==> config.mk <==
export PLATFORM = sky130hd
export DESIGN_NAME = lzrw_front
export DESIGN_NICKNAME = d
export VERILOG_FILES = /design/src/sv/lzrw_pkg.sv /design/src/sv/lzrw_front.sv
export SDC_FILE = /design/constraint.sdc
export NUM_CORES = 1
export LEC_CHECK = 0
export BUFFER_PORTS_ARGS = -buffer_cell sky130_fd_sc_hd__buf_2
export CAP_MARGIN = 30
export CORE_MARGIN = 5
export CORE_UTILIZATION = 45
export CTS_CLUSTER_SIZE = 30
export DETAILED_ROUTE_END_ITERATION = 16
export HOLD_SLACK_MARGIN = 0.15
export PLACE_DENSITY = 0.77
export SYNTH_ARGS = -nofsm -noshare
export SYNTH_HDL_FRONTEND = slang
export SYNTH_SLANG_ARGS = --single-unit
==> constraint.sdc <==
create_clock -name clk -period 2 [get_ports clk]
set_input_delay 0.4 -clock clk [delete_from_list [all_inputs] [get_ports clk]]
set_output_delay 0.4 -clock clk [all_outputs]
set_load 0.1 [all_outputs]
==> src/sv/lzrw_pkg.sv <==
// Shared types and constants for the ring window token decoder.
// Used by the front end, token queue, back end and top level; depends on nothing.
package lzrw_pkg;

	localparam int unsigned WINDOW_DEPTH = 65536;
	localparam int unsigned WIN_AW = $clog2(WINDOW_DEPTH);
	localparam int unsigned BUF_DEPTH = 256;
	localparam int unsigned BUF_AW = $clog2(BUF_DEPTH);
	localparam int unsigned QUEUE_DEPTH = 2;
	localparam int unsigned QUEUE_AW = $clog2(QUEUE_DEPTH);
	localparam int unsigned BYTE_W = 8;
	localparam int unsigned DIST_W = 16;
	localparam int unsigned LEN_W = 8;
	localparam int unsigned CNT_W = 3;

	typedef enum logic {
		TOK_LIT   = 1'b0,
		TOK_MATCH = 1'b1
	} tok_kind_t;

	typedef enum logic [2:0] {
		ST_IDLE = 3'b001,
		ST_READ = 3'b010,
		ST_COPY = 3'b100
	} back_state_t;

	typedef logic [WIN_AW-1:0] win_addr_t;

	typedef struct packed {
		tok_kind_t          kind;
		logic [BYTE_W-1:0]  lit;
		win_addr_t          start;
		logic [LEN_W-1:0]   len;
	} tok_t;

	typedef struct packed {
		logic valid;
		tok_t tok;
	} tok_slot_t;

endpackage

==> src/sv/lzrw_front.sv <==
// Front end: accepts tokens, drops empty matches and works out each match's start address.
// Depends on lzrw_pkg; feeds lzrw_queue.
module lzrw_front (
	input  logic                            clk,
	input  logic                            arst_n,
	input  logic                            in_valid,
	output logic                            in_stall,
	input  logic                            func,
	input  logic [lzrw_pkg::BYTE_W-1:0]     literal_byte,
	input  logic [lzrw_pkg::DIST_W-1:0]     distance,
	input  logic [lzrw_pkg::LEN_W-1:0]      match_length,
	input  logic                            q_full,
	output lzrw_pkg::tok_slot_t             push
);

	lzrw_pkg::win_addr_t shadow_q;
	lzrw_pkg::tok_kind_t kind;
	logic                accept;

	assign in_stall = q_full;
	assign accept   = in_valid && !in_stall;
	assign kind     = lzrw_pkg::tok_kind_t'(func);

	always_comb begin
		push.valid     = accept && ((kind == lzrw_pkg::TOK_LIT) || (match_length != '0));
		push.tok.kind  = kind;
		push.tok.lit   = literal_byte;
		push.tok.start = shadow_q - distance[lzrw_pkg::WIN_AW-1:0];
		push.tok.len   = match_length;
	end

	// The shadow index follows the write index that the back end will have reached.
	always_ff @(posedge clk or negedge arst_n) begin
		if (!arst_n) begin
			shadow_q <= '0;
		end else if (accept) begin
			if (kind == lzrw_pkg::TOK_LIT) begin
				shadow_q <= shadow_q + lzrw_pkg::WIN_AW'(1);
			end else begin
				shadow_q <= shadow_q + lzrw_pkg::WIN_AW'(match_length);
			end
		end
	end

endmodule

# ---- Yosys cells after proc, flatten, opt, wreduce, memory -nomap -nowiden
# Cells that the tools add are included.
# W data, S select, Z words.
dict set report word_totals {
  ff_bits 16
  latchBits 0
  ram_bits 0
  romBits 0
  inputBits 37
  wordCells 11
  mem_count 0
}
dict set report classes {
  add_sub_neg 3
  n_mul 0
  div 0
  magnitude_cmp 0
  n_eq_ne 0
  shift 0
  n_mux 1
  n_bitwise 1
  reduce_logical 5
}
# op n
set op_table {}
lappend op_table {{$add A16 B1 Y16 const B} 1}
lappend op_table {{$add A16 B8 Y16} 1}
lappend op_table {{$mux W16} 1}
lappend op_table {{$sub A16 B16 Y16} 1}
lappend op_table {{$reduce_bool A8 Y1} 1}
lappend op_table {{$logic_and A1 B1 Y1} 2}
lappend op_table {{$logic_not A1 Y1} 1}
lappend op_table {{$logic_or A1 B1 Y1} 1}
lappend op_table {{$not A1 Y1} 1}

# ---- Depth between registers and ports, before layout
dict set report depth {
  depth_word 3
  ltp_mapped 8
  mapped_depth_nobuf 8
}

# ---- Least setup slack after synthesis
# OpenSTA, ideal clock, no wires.
dict set report synth_timing {
  path_type {input-to-output}
  from {input port distance[0] (netlist bit)}
  to {output port push[18] (netlist bit)}
  t_arrival_ns 3.140
  required_ns 1.600
  slack_ns -1.540
  cell_stages 7
  path_cell_list {ha_1 fa_1 nor2b_1 o211ai_2 a21oi_2 a21oi_1 xnor2_1}
}
# element line
set synth_rtl {}
lappend synth_rtl {{from (decl)} lzrw_front.sv:10} ;# input logic [lzrw_pkg::DIST_W-1:0] distance,
lappend synth_rtl {{to (decl)} lzrw_front.sv:13} ;# output lzrw_pkg::tok_slot_t push

==> results.ini <==
[floorplan]
rows = 24
die_area_sq_um = 5850
die_w_um = 76.5
initial_core_util_pct = 46.0
core_area_sq_um = 4320
boundaryPins = 72
dieHeight_um = 76.5

[worst_setup_path]
end_kind = primary output
crit_chain = inv_2, ha_4, fa_2, nor2b_4, o211ai_4, a21o_1, a21oi_4, xor2_4, buf_12
worstPathMaxFanout = 3
cpMaxStageDelayCell = dfrtp_1
crit_buf_inv = 2
crit_required_ns = 1.60
start_kind = register
path_class = register to primary output
critPathTopFamily = compound AO/OA/AOI/OAI gates
critPathMaxStageDelay_ns = 0.37
cp.arrival_ns = 2.32

[global_route]
grt_pass1_wl_um = 9810
grt_pass1_vias = 2290
grt_overflow_total = 0
antenna_found_initial = 0
grt_max_degree = 17
grtUsageTotal_pct = 19.8

[final_layout]
finalInstanceArea_sq_um = 3720
max_flop_register = shadow_q
diodes = 0
syn_to_final_growth_pct = 87.0
drive_gt1_share_pct = 60.5
layout_commonest_cell = buf_4
nFillCells = 195
reg_top3 = shadow_q: 16 flops
final_cell_mix = buf_4, buf_2, dfrtp_1
nNetsFinal = 418
largest_register_ffs = 16

[placed_design]
postPlaceCellArea_sq_um = 3350
hpwl_um = 4680
port_buffers = 55
globalplace.congestion = 0.907

[timing]
fmax_mhz = 368
skew_ns = 0.00175
relSlewSlack_pct = 63.4
rsz0062_at_grt = yes
layout_setup_ws_ns = -0.717
period_share_pct = 136
maxSlewViolCount = 0
finalCriticalPeriod_ns = 2.72
worstMarginPinSlew_ns = 0.548
setup_viol = 14
finalHoldViolCount = 0

[clock_tree]
cts_buffer_depth = 2
clockRootBuffer = clkbuf_8
cts_buffers = 3
clkSinkCount = 16
htree_levels = 1
cts_tree = done
worstSkewPairLatency_ns = 0.25
clkTransAtPathRegs_ns = 0.06

[route]
wirelength_um = 6310
post_drt_via_cell_ratio = 5.34
drtIter0Drc = 60
drc = 0
postRouteAntennaNets = 0
wl_per_cell_um = 15.5
vias = 2169
drtPass1Iterations = 4

[yosys]
ys_ff_latch = 16
synth_nets = 305
ys.flop_type = dfrtp_1
syn_area_sq_um = 1990
ys_seq_area_share_pct = 20.1
synth_xor_area_share_pct = 11.5
synth-compound-area-share_pct = 22.8
async_flop_share_pct = 100
yosysWarnings = 0
synth_top_family_by_area = compound AO/OA/AOI/OAI gates
synth_adder_area_share_pct = 16.5
yosys.area_share.simple_pct = 17.2
synth-edff-count = 0
synth.distinct_cells = 44
syn_area_per_cell_sq_um = 8.18
syn-instance-count = 243
muxShareOfSynthArea_pct = 0

[status]
outcome = complete, but fails checks
violations = negative setup slack

[flow_run]
cap_violations = 0

[min_path]
holdCritPathClass = register to register

[cell usage after synthesis, types with 3 or more instances]
| library cell | instances | area share, % |
|---|---|---|
| xor2_1 | 8 | 3.5 |
| nand3_1 | 9 | 2.3 |
| a21oi_1 | 21 | 5.3 |
| nor2_1 | 9 | 1.7 |
| ha_1 | 23 | 14 |
| o21a_1 | 3 | 1.1 |
| and2_1 | 8 | 2.5 |
| nand2_1 | 17 | 3.2 |
| inv_1 | 21 | 4.0 |
| xnor2_1 | 18 | 7.9 |
| and3_1 | 5 | 1.6 |
| o21ai_0 | 7 | 1.8 |
| buf_4 | 18 | 6.8 |
| nor2b_1 | 5 | 1.6 |
| a21o_1 | 7 | 2.6 |
| o21bai_1 | 4 | 1.5 |
| dfrtp_1 | 16 | 20 |
| o21ai_1 | 10 | 2.5 |
[final cells by class]
type / instances / area [sq um] / area share [%]
clock buffer: 3 / 41.3 / 1.11
multi-input combinational: 184 / 2040 / 54.8
timing repair buffer: 130 / 1090 / 29.4
inverter: 21 / 83.8 / 2.26
tap: 52 / 65.1 / 1.75
sequential: 16 / 400 / 10.8
[worst reg2reg max path, cell delays in order, from the launching register on]
cell and delay [ns]:
dfrtp_1 0.41, buf_4 0.15, buf_4 0.14, ha_4 0.25, o21ai_2 0.19, buf_4 0.17
nor2_1 0.04, a21oi_1 0.20, xor2_1 0.21, o21ai_1 0.08
[through the flow]
stage               setup WS, ns  TNS (ns)  cells  hold slack, ns  util [%]
global placement          -0.514     -4.61    392           0.315      77.5
floorplan                 -0.613     -4.32    243           0.104         -
detailed placement        -0.560     -5.55    392           0.321      77.5
finish                    -0.717     -6.28    406           0.494      86.0
global route              -0.805     -7.53    406           0.499      86.0
CTS                       -0.696     -5.98    404           0.494      82.3
[worst paths after layout]
kind                                   start            to  slack [ns]  cells after the start
worst max-delay path             shadow_q[0]      push[22]       -0.72                      9
worst min-delay path            shadow_q[15]  shadow_q[15]        0.49                      1
worst max register to register   shadow_q[4]   shadow_q[7]        0.03                      9
worst min register to register  shadow_q[15]  shadow_q[15]        0.49                      1
max in group asynchronous             arst_n   shadow_q[5]        1.15                      2
min in group asynchronous             arst_n   shadow_q[0]        0.60                      2
[metal layers]
layer | routed length (um) | global-route usage [%] | vias up | part of all wire [%]
met2 | 3430 | 38.2 | 73 | 54
li1 | - | - | 1057 | -
met5 | 0 | 0 | - | 0
met4 | 126 | 5.94 | 0 | 2.0
met3 | 305 | 2.36 | 11 | 4.8
met1 | 2450 | 22.2 | 1028 | 39
[kinds of logic after synthesis]
kind of cell,Yosys count
AOI/OAI and AO/OA,68
and+or+nand+nor,65
buffers and inverters,43
xor gates and xnor gates,26
adders and majority gates,25
DFF,16
[repair_timing]
action / in CTS / in global routing
pin swaps: 24 / 24
hold endpoints to repair: 16 / 0
resized for setup: 20 / 28
hold buffers: 1 / 0
setup buffers: 8 / 4
endpoints found under the setup margin: 16 / 28
gates cloned: 0 / 0
Power is left out: the tool's default activity adds up to more than one toggle a clock period on the data nets, which glitch-free logic cannot reach.
