==> src/sv/lzrw_pkg.sv <==
// Shared types and constants for the ring window token decoder.
// Used by the front end, token queue, back end and top level; depends on nothing.
package lzrw_pkg;

	localparam int unsigned WINDOW_DEPTH = 65536;
	localparam int unsigned WIN_AW = $clog2(WINDOW_DEPTH);
	localparam int unsigned BUF_DEPTH = 256;
	localparam int unsigned BUF_AW = $clog2(BUF_DEPTH);
	localparam int unsigned QUEUE_DEPTH = 2;
	localparam int unsigned QUEUE_AW = $clog2(QUEUE_DEPTH);
	localparam int unsigned BYTE_W = 8;
	localparam int unsigned DIST_W = 16;
	localparam int unsigned LEN_W = 8;
	localparam int unsigned CNT_W = 3;

	typedef enum logic {
		TOK_LIT   = 1'b0,
		TOK_MATCH = 1'b1
	} tok_kind_t;

	typedef enum logic [2:0] {
		ST_IDLE = 3'b001,
		ST_READ = 3'b010,
		ST_COPY = 3'b100
	} back_state_t;

	typedef logic [WIN_AW-1:0] win_addr_t;

	typedef struct packed {
		tok_kind_t          kind;
		logic [BYTE_W-1:0]  lit;
		win_addr_t          start;
		logic [LEN_W-1:0]   len;
	} tok_t;

	typedef struct packed {
		logic valid;
		tok_t tok;
	} tok_slot_t;

endpackage

==> src/sv/lzrw_queue.sv <==
// Short token queue between the front end and the back end.
// Depends on lzrw_pkg.
module lzrw_queue (
	input  logic                clk,
	input  logic                arst_n,
	input  lzrw_pkg::tok_slot_t push,
	output logic                full,
	output lzrw_pkg::tok_slot_t head,
	input  logic                pop
);

	lzrw_pkg::tok_t                  entry_q [lzrw_pkg::QUEUE_DEPTH];
	logic [lzrw_pkg::QUEUE_AW-1:0]   wr_ptr_q;
	logic [lzrw_pkg::QUEUE_AW-1:0]   rd_ptr_q;
	logic [lzrw_pkg::QUEUE_AW:0]     count_q;

	assign full       = (count_q == (lzrw_pkg::QUEUE_AW + 1)'(lzrw_pkg::QUEUE_DEPTH));
	assign head.valid = (count_q != '0);
	assign head.tok   = entry_q[rd_ptr_q];

	always_ff @(posedge clk) begin
		if (push.valid) begin
			entry_q[wr_ptr_q] <= push.tok;
		end
	end

	always_ff @(posedge clk or negedge arst_n) begin
		if (!arst_n) begin
			wr_ptr_q <= '0;
			rd_ptr_q <= '0;
			count_q  <= '0;
		end else begin
			if (push.valid) begin
				wr_ptr_q <= wr_ptr_q + 1'b1;
			end
			if (pop) begin
				rd_ptr_q <= rd_ptr_q + 1'b1;
			end
			if (push.valid && !pop) begin
				count_q <= count_q + 1'b1;
			end else if (pop && !push.valid) begin
				count_q <= count_q - 1'b1;
			end
		end
	end

endmodule

==> config.mk <==
export PLATFORM = sky130hd
export DESIGN_NAME = lzrw_queue
export DESIGN_NICKNAME = d
export VERILOG_FILES = /design/src/sv/lzrw_pkg.sv /design/src/sv/lzrw_queue.sv
export SDC_FILE = /design/constraint.sdc
export NUM_CORES = 1
export LEC_CHECK = 0
export BUFFER_PORTS_ARGS = -buffer_cell sky130_fd_sc_hd__buf_2
export CAP_MARGIN = 5
export CORE_MARGIN = 5
export CORE_UTILIZATION = 36
export DETAILED_ROUTE_END_ITERATION = 7
export GPL_ROUTABILITY_DRIVEN = 0
export RECOVER_POWER = 100
export SKIP_LAST_GASP = 1
export SYNTH_ARGS = -nofsm -noshare
export SYNTH_HDL_FRONTEND = slang
export SYNTH_SLANG_ARGS = --single-unit
==> constraint.sdc <==
create_clock -name clk -period 3.5 [get_ports clk]
set_input_delay 0.7 -clock clk [delete_from_list [all_inputs] [get_ports clk]]
set_output_delay 0.7 -clock clk [all_outputs]
set_load 0.05 [all_outputs]
Word level (Yosys, flattened, before mapping)
Memories as Yosys holds them, arrays and structs flattened. Index checks and enable logic that the tools add are counted.

RAM bits: 66. Memories: 1. Flip-flop bits (word level): 4. Input port bits: 37. Logic and storage cells: 19.

Memory list: entry_q (words 2, width 33, rd ports 1, clocked after memory_dff 0, wr ports 1, RTL line lzrw_queue.sv:12) `lzrw_pkg::tok_t entry_q [lzrw_pkg::QUEUE_DEPTH];`.

Reduce and logical (&&, ||, !) cells: 6. Equality and inequality tests: 1. Muxes and demuxes: 4. Add/subtract/negate cells: 4.

Operators by type and width (number): 2-bit 2-to-1 mux (2); 2-bit nonzero test (2); 1-bit adder, second input constant (2); 2-bit by 1-bit adder with 2-bit output, second input constant (1); 2-bit == test, second input constant (1); 1-bit logical AND (2); 1-bit zero test (2); 1-bit 2-to-1 mux (2); 2-bit by 1-bit subtractor with 2-bit output, second input constant (1).

Depth between registers and ports, before layout
Depth after elaboration: 4. Gate-level depth with buffers: 5. Depth with buffers taken out: 5.

Worst setup path after synthesis
No wires, ideal clock.

Path type: input -> register. Start point: input port push[33] (netlist name). End point: memory entry_q[0][0] (netlist name) (enable). Data arrival time: 2.190 ns. Buffers on the path: 0. Data required time: 3.073 ns. Path slack: 0.883 ns. Stages: 1. Library setup time: 0.427 ns. Path through: nor2b_1.

Cells in the longest elaborated chain, start to end: 2.

RTL lines: start, declared (RTL line lzrw_queue.sv:6) `input lzrw_pkg::tok_slot_t push,`; 1-bit 2-to-1 mux (RTL line lzrw_queue.sv:22) `if (push.valid) begin`; 1-bit 2-to-1 mux (implied by the code) (RTL line lzrw_queue.sv:23) `entry_q[wr_ptr_q] <= push.tok;`; end, declared (RTL line lzrw_queue.sv:12).

Every way passes these cells.

==> results.py <==
metrics = {
    "run_status": {
        "status": "finished, violations left",
        "violations": "max-capacitance violations, max-slew violations",
    },
    "global_routing": {
        "overflow": 0,
        "grt_max_degree": 34,
        "grt_pass1_wl_um": 6910,
        "antenna_found_initial": 0,
        "grt.total_usage_pct": 9.48,
        "first_global_vias": 1431,
    },
    "synth": {
        "synthCells": 119,
        "synth-compound-area-share_pct": 0,
        "synthMuxAreaShare_pct": 17.6,
        "synth_fa_ha_area_share_pct": 0.460,
        "synth.distinct_cells": 14,
        "avgSynthCellArea_um2": 22.9,
        "netlist_area_um2": 2720,
        "ys_ff_latch": 70,
        "synth-simple-area-share_pct": 1.06,
        "ys_seq_area_share_pct": 76.5,
        "synth_top_family_by_area": "multiplexers",
        "synth_nets": 157,
        "yosys_warnings": 0,
        "synth-xor-area-share_pct": 1.61,
    },
    "finish": {
        "antenna_cells": 0,
        "fillers": 681,
        "area_delta_synth_final_pct": 20.8,
        "fin_util_pct": 45.1,
        "drive_gt1_share_pct": 33.3,
        "nNetsFinal": 237,
    },
    "route": {
        "final_antenna_net_count": 0,
        "vias_per_cell": 4.32,
        "dr.pass1.iters": 4,
        "wl_per_cell_um": 14.4,
        "vias": 1309,
        "routed_wirelength_um": 4360,
        "route.detailed.drc": 0,
        "drt_iter0_drc": 37,
    },
    "clocking": {
        "clk_pin_slew_ns": 0.07,
        "cts_buffers": 9,
        "clk-insertion-delay-late_ns": 0.32,
        "cts_resized": 0,
        "clockBufferDepth": 2,
        "htreeDepth": 3,
        "postCtsSetupBuffers": 0,
        "clock_sinks": 70,
        "cts_tree": "built",
        "cts-root-buf": "clkbuf_8",
        "holdBufCountCts": 0,
    },
    "timing": {
        "slew_viol_final": 68,
        "hold_viol": 0,
        "setup_tns_ns": 0,
        "fin_crit_sh_pct": 84.9,
        "rsz0062_at_grt": "no",
        "finalSetupViolCount": 0,
        "slew-limit-headroom_pct": -49.2,
        "whs_ns": 0.192,
        "period_needed_ns": 2.97,
        "tightest_slew_ns": 2.24,
        "fin_skew_ns": 0.00640,
        "fmax_ghz": 0.336,
        "worst_slack_ns": 0.527,
    },
    "die": {
        "rows": 31,
        "io_pins": 72,
        "die_h_um": 97.0,
        "initial_core_util_pct": 37.3,
        "dieArea_um2": 9400,
        "die_w_um": 97.0,
        "core_area_um2": 7290,
    },
    "placement": {
        "pre_cts_slack_ns": 1.14,
        "io_buffers": 71,
        "dp_hpwl_um": 2920,
    },
    "worst_setup_path": {
        "criticalPathCategory": "reg -> out",
        "critPathCaptureType": "primary output",
        "critical_path.startpoint_type": "flip-flop",
        "required_ns": 2.80,
        "cp.arrival_ns": 2.27,
        "path_max_fanout": 19,
    },
    "min_path": {
        "hp-class": "in -> async",
    },
    "pwr": {
        "p_leak_uw": 0.00120,
        "power_density_nw_per_um2": 962,
        "vdd_drop_max_mv": 0.480,
    },
    "job": {
        "maxCapViolCount": 2,
    },
}
## worst max-delay path, cell delays in order, from the launching register on
cell and delay, ns:
dfrtp_2 0.70, clkbuf_2 0.52, mux2_4 0.24, clkbuf_1 0.47
## cells in the final DEF (no fill, tap or decap), drive strengths merged
cell type / n
mux2: 33
bufinv: 2
buf: 16
edfxtp: 66
ha: 1
clkinvlp: 1
nor2: 1
dfrtp: 4
and2: 1
clkinv: 3
xor2: 4
clkbuf: 67
or2: 1
nor2b: 2
xnor2: 1
inv: 1
## cell families (layout without fill, tap and decap cells)
group | count (synthesis) | after routing
mux | 33 | 33
buf+inv | 5 | 90
flops | 70 | 70
fa+ha+maj | 1 | 1
simple gates | 5 | 5
xor+xnor | 5 | 5
## synth_stat cells
cell / count / share of area, %
or2_2: 1 / 0.23
xor2_1: 4 / 1.3
mux2_4: 29 / 16
inv_1: 1 / 0.14
dfrtp_1: 4 / 3.7
buf_6: 1 / 0.41
ha_1: 1 / 0.46
mux2_2: 4 / 1.7
and2_1: 1 / 0.23
nor2b_1: 2 / 0.46
edfxtp_1: 66 / 73
nor2_1: 1 / 0.14
xnor2_1: 1 / 0.32
buf_12: 3 / 2.2
## final cells by class
cell class | instances | area, um^2 | area share, %
well taps | 99 | 124 | 3.77
clock buffers | 10 | 128 | 3.88
flip-flops and latches | 70 | 2080 | 63.4
clock inverters | 6 | 86.3 | 2.63
multi-input cells | 44 | 568 | 17.3
inverters | 1 | 3.75 | 0.114
repair buffers | 73 | 295 | 8.98
## final timing paths
path / slack, ns / endpoint / from / cells after the start
setup / recovery: 0.53 / head[4] / rd_ptr_q / 3
hold / removal: 0.19 / count_q[0] / arst_n / 1
setup reg to reg: 1.00 / entry_q[1][9] / wr_ptr_q / 1
hold reg to reg: 0.48 / count_q[1] / count_q[1] / 1
max in group asynchronous: 3.10 / rd_ptr_q / arst_n / 1
min in group clk: 0.48 / count_q[1] / count_q[1] / 1
## state kept, by name, indices dropped and copies added, names as in the netlist
| signal | cells |
|---|---|
| rd_ptr_q | 1 |
| count_q | 2 |
| wr_ptr_q | 1 |
| entry_q | 66 |
## report_power, final
group | internal, uW | switching (uW)
combinational | 370 | 882
clock | 400 | 284
sequential | 1130 | 101
total | 1890 | 1270
## through the flow
stage | cell area (um^2) | total power, uW | instances
finish | 3290 | 3160 | 303
global route | 3290 | 3300 | 303
CTS | 3370 | 3250 | 303
detailed placement | 3160 | 2570 | 287
global placement | 3160 | 2570 | 287
floorplan | 2720 | 2380 | 119
## metal layers
| metal | wire, um | vias up | GRT usage [%] |
|---|---|---|---|
| met5 | 0 | - | 0 |
| li1 | - | 621 | - |
| met2 | 2080 | 53 | 14.9 |
| met1 | 1860 | 629 | 11.0 |
| met3 | 358 | 6 | 4.32 |
| met4 | 53 | 0 | 4.54 |
Power figures use the tool's default switching activity.
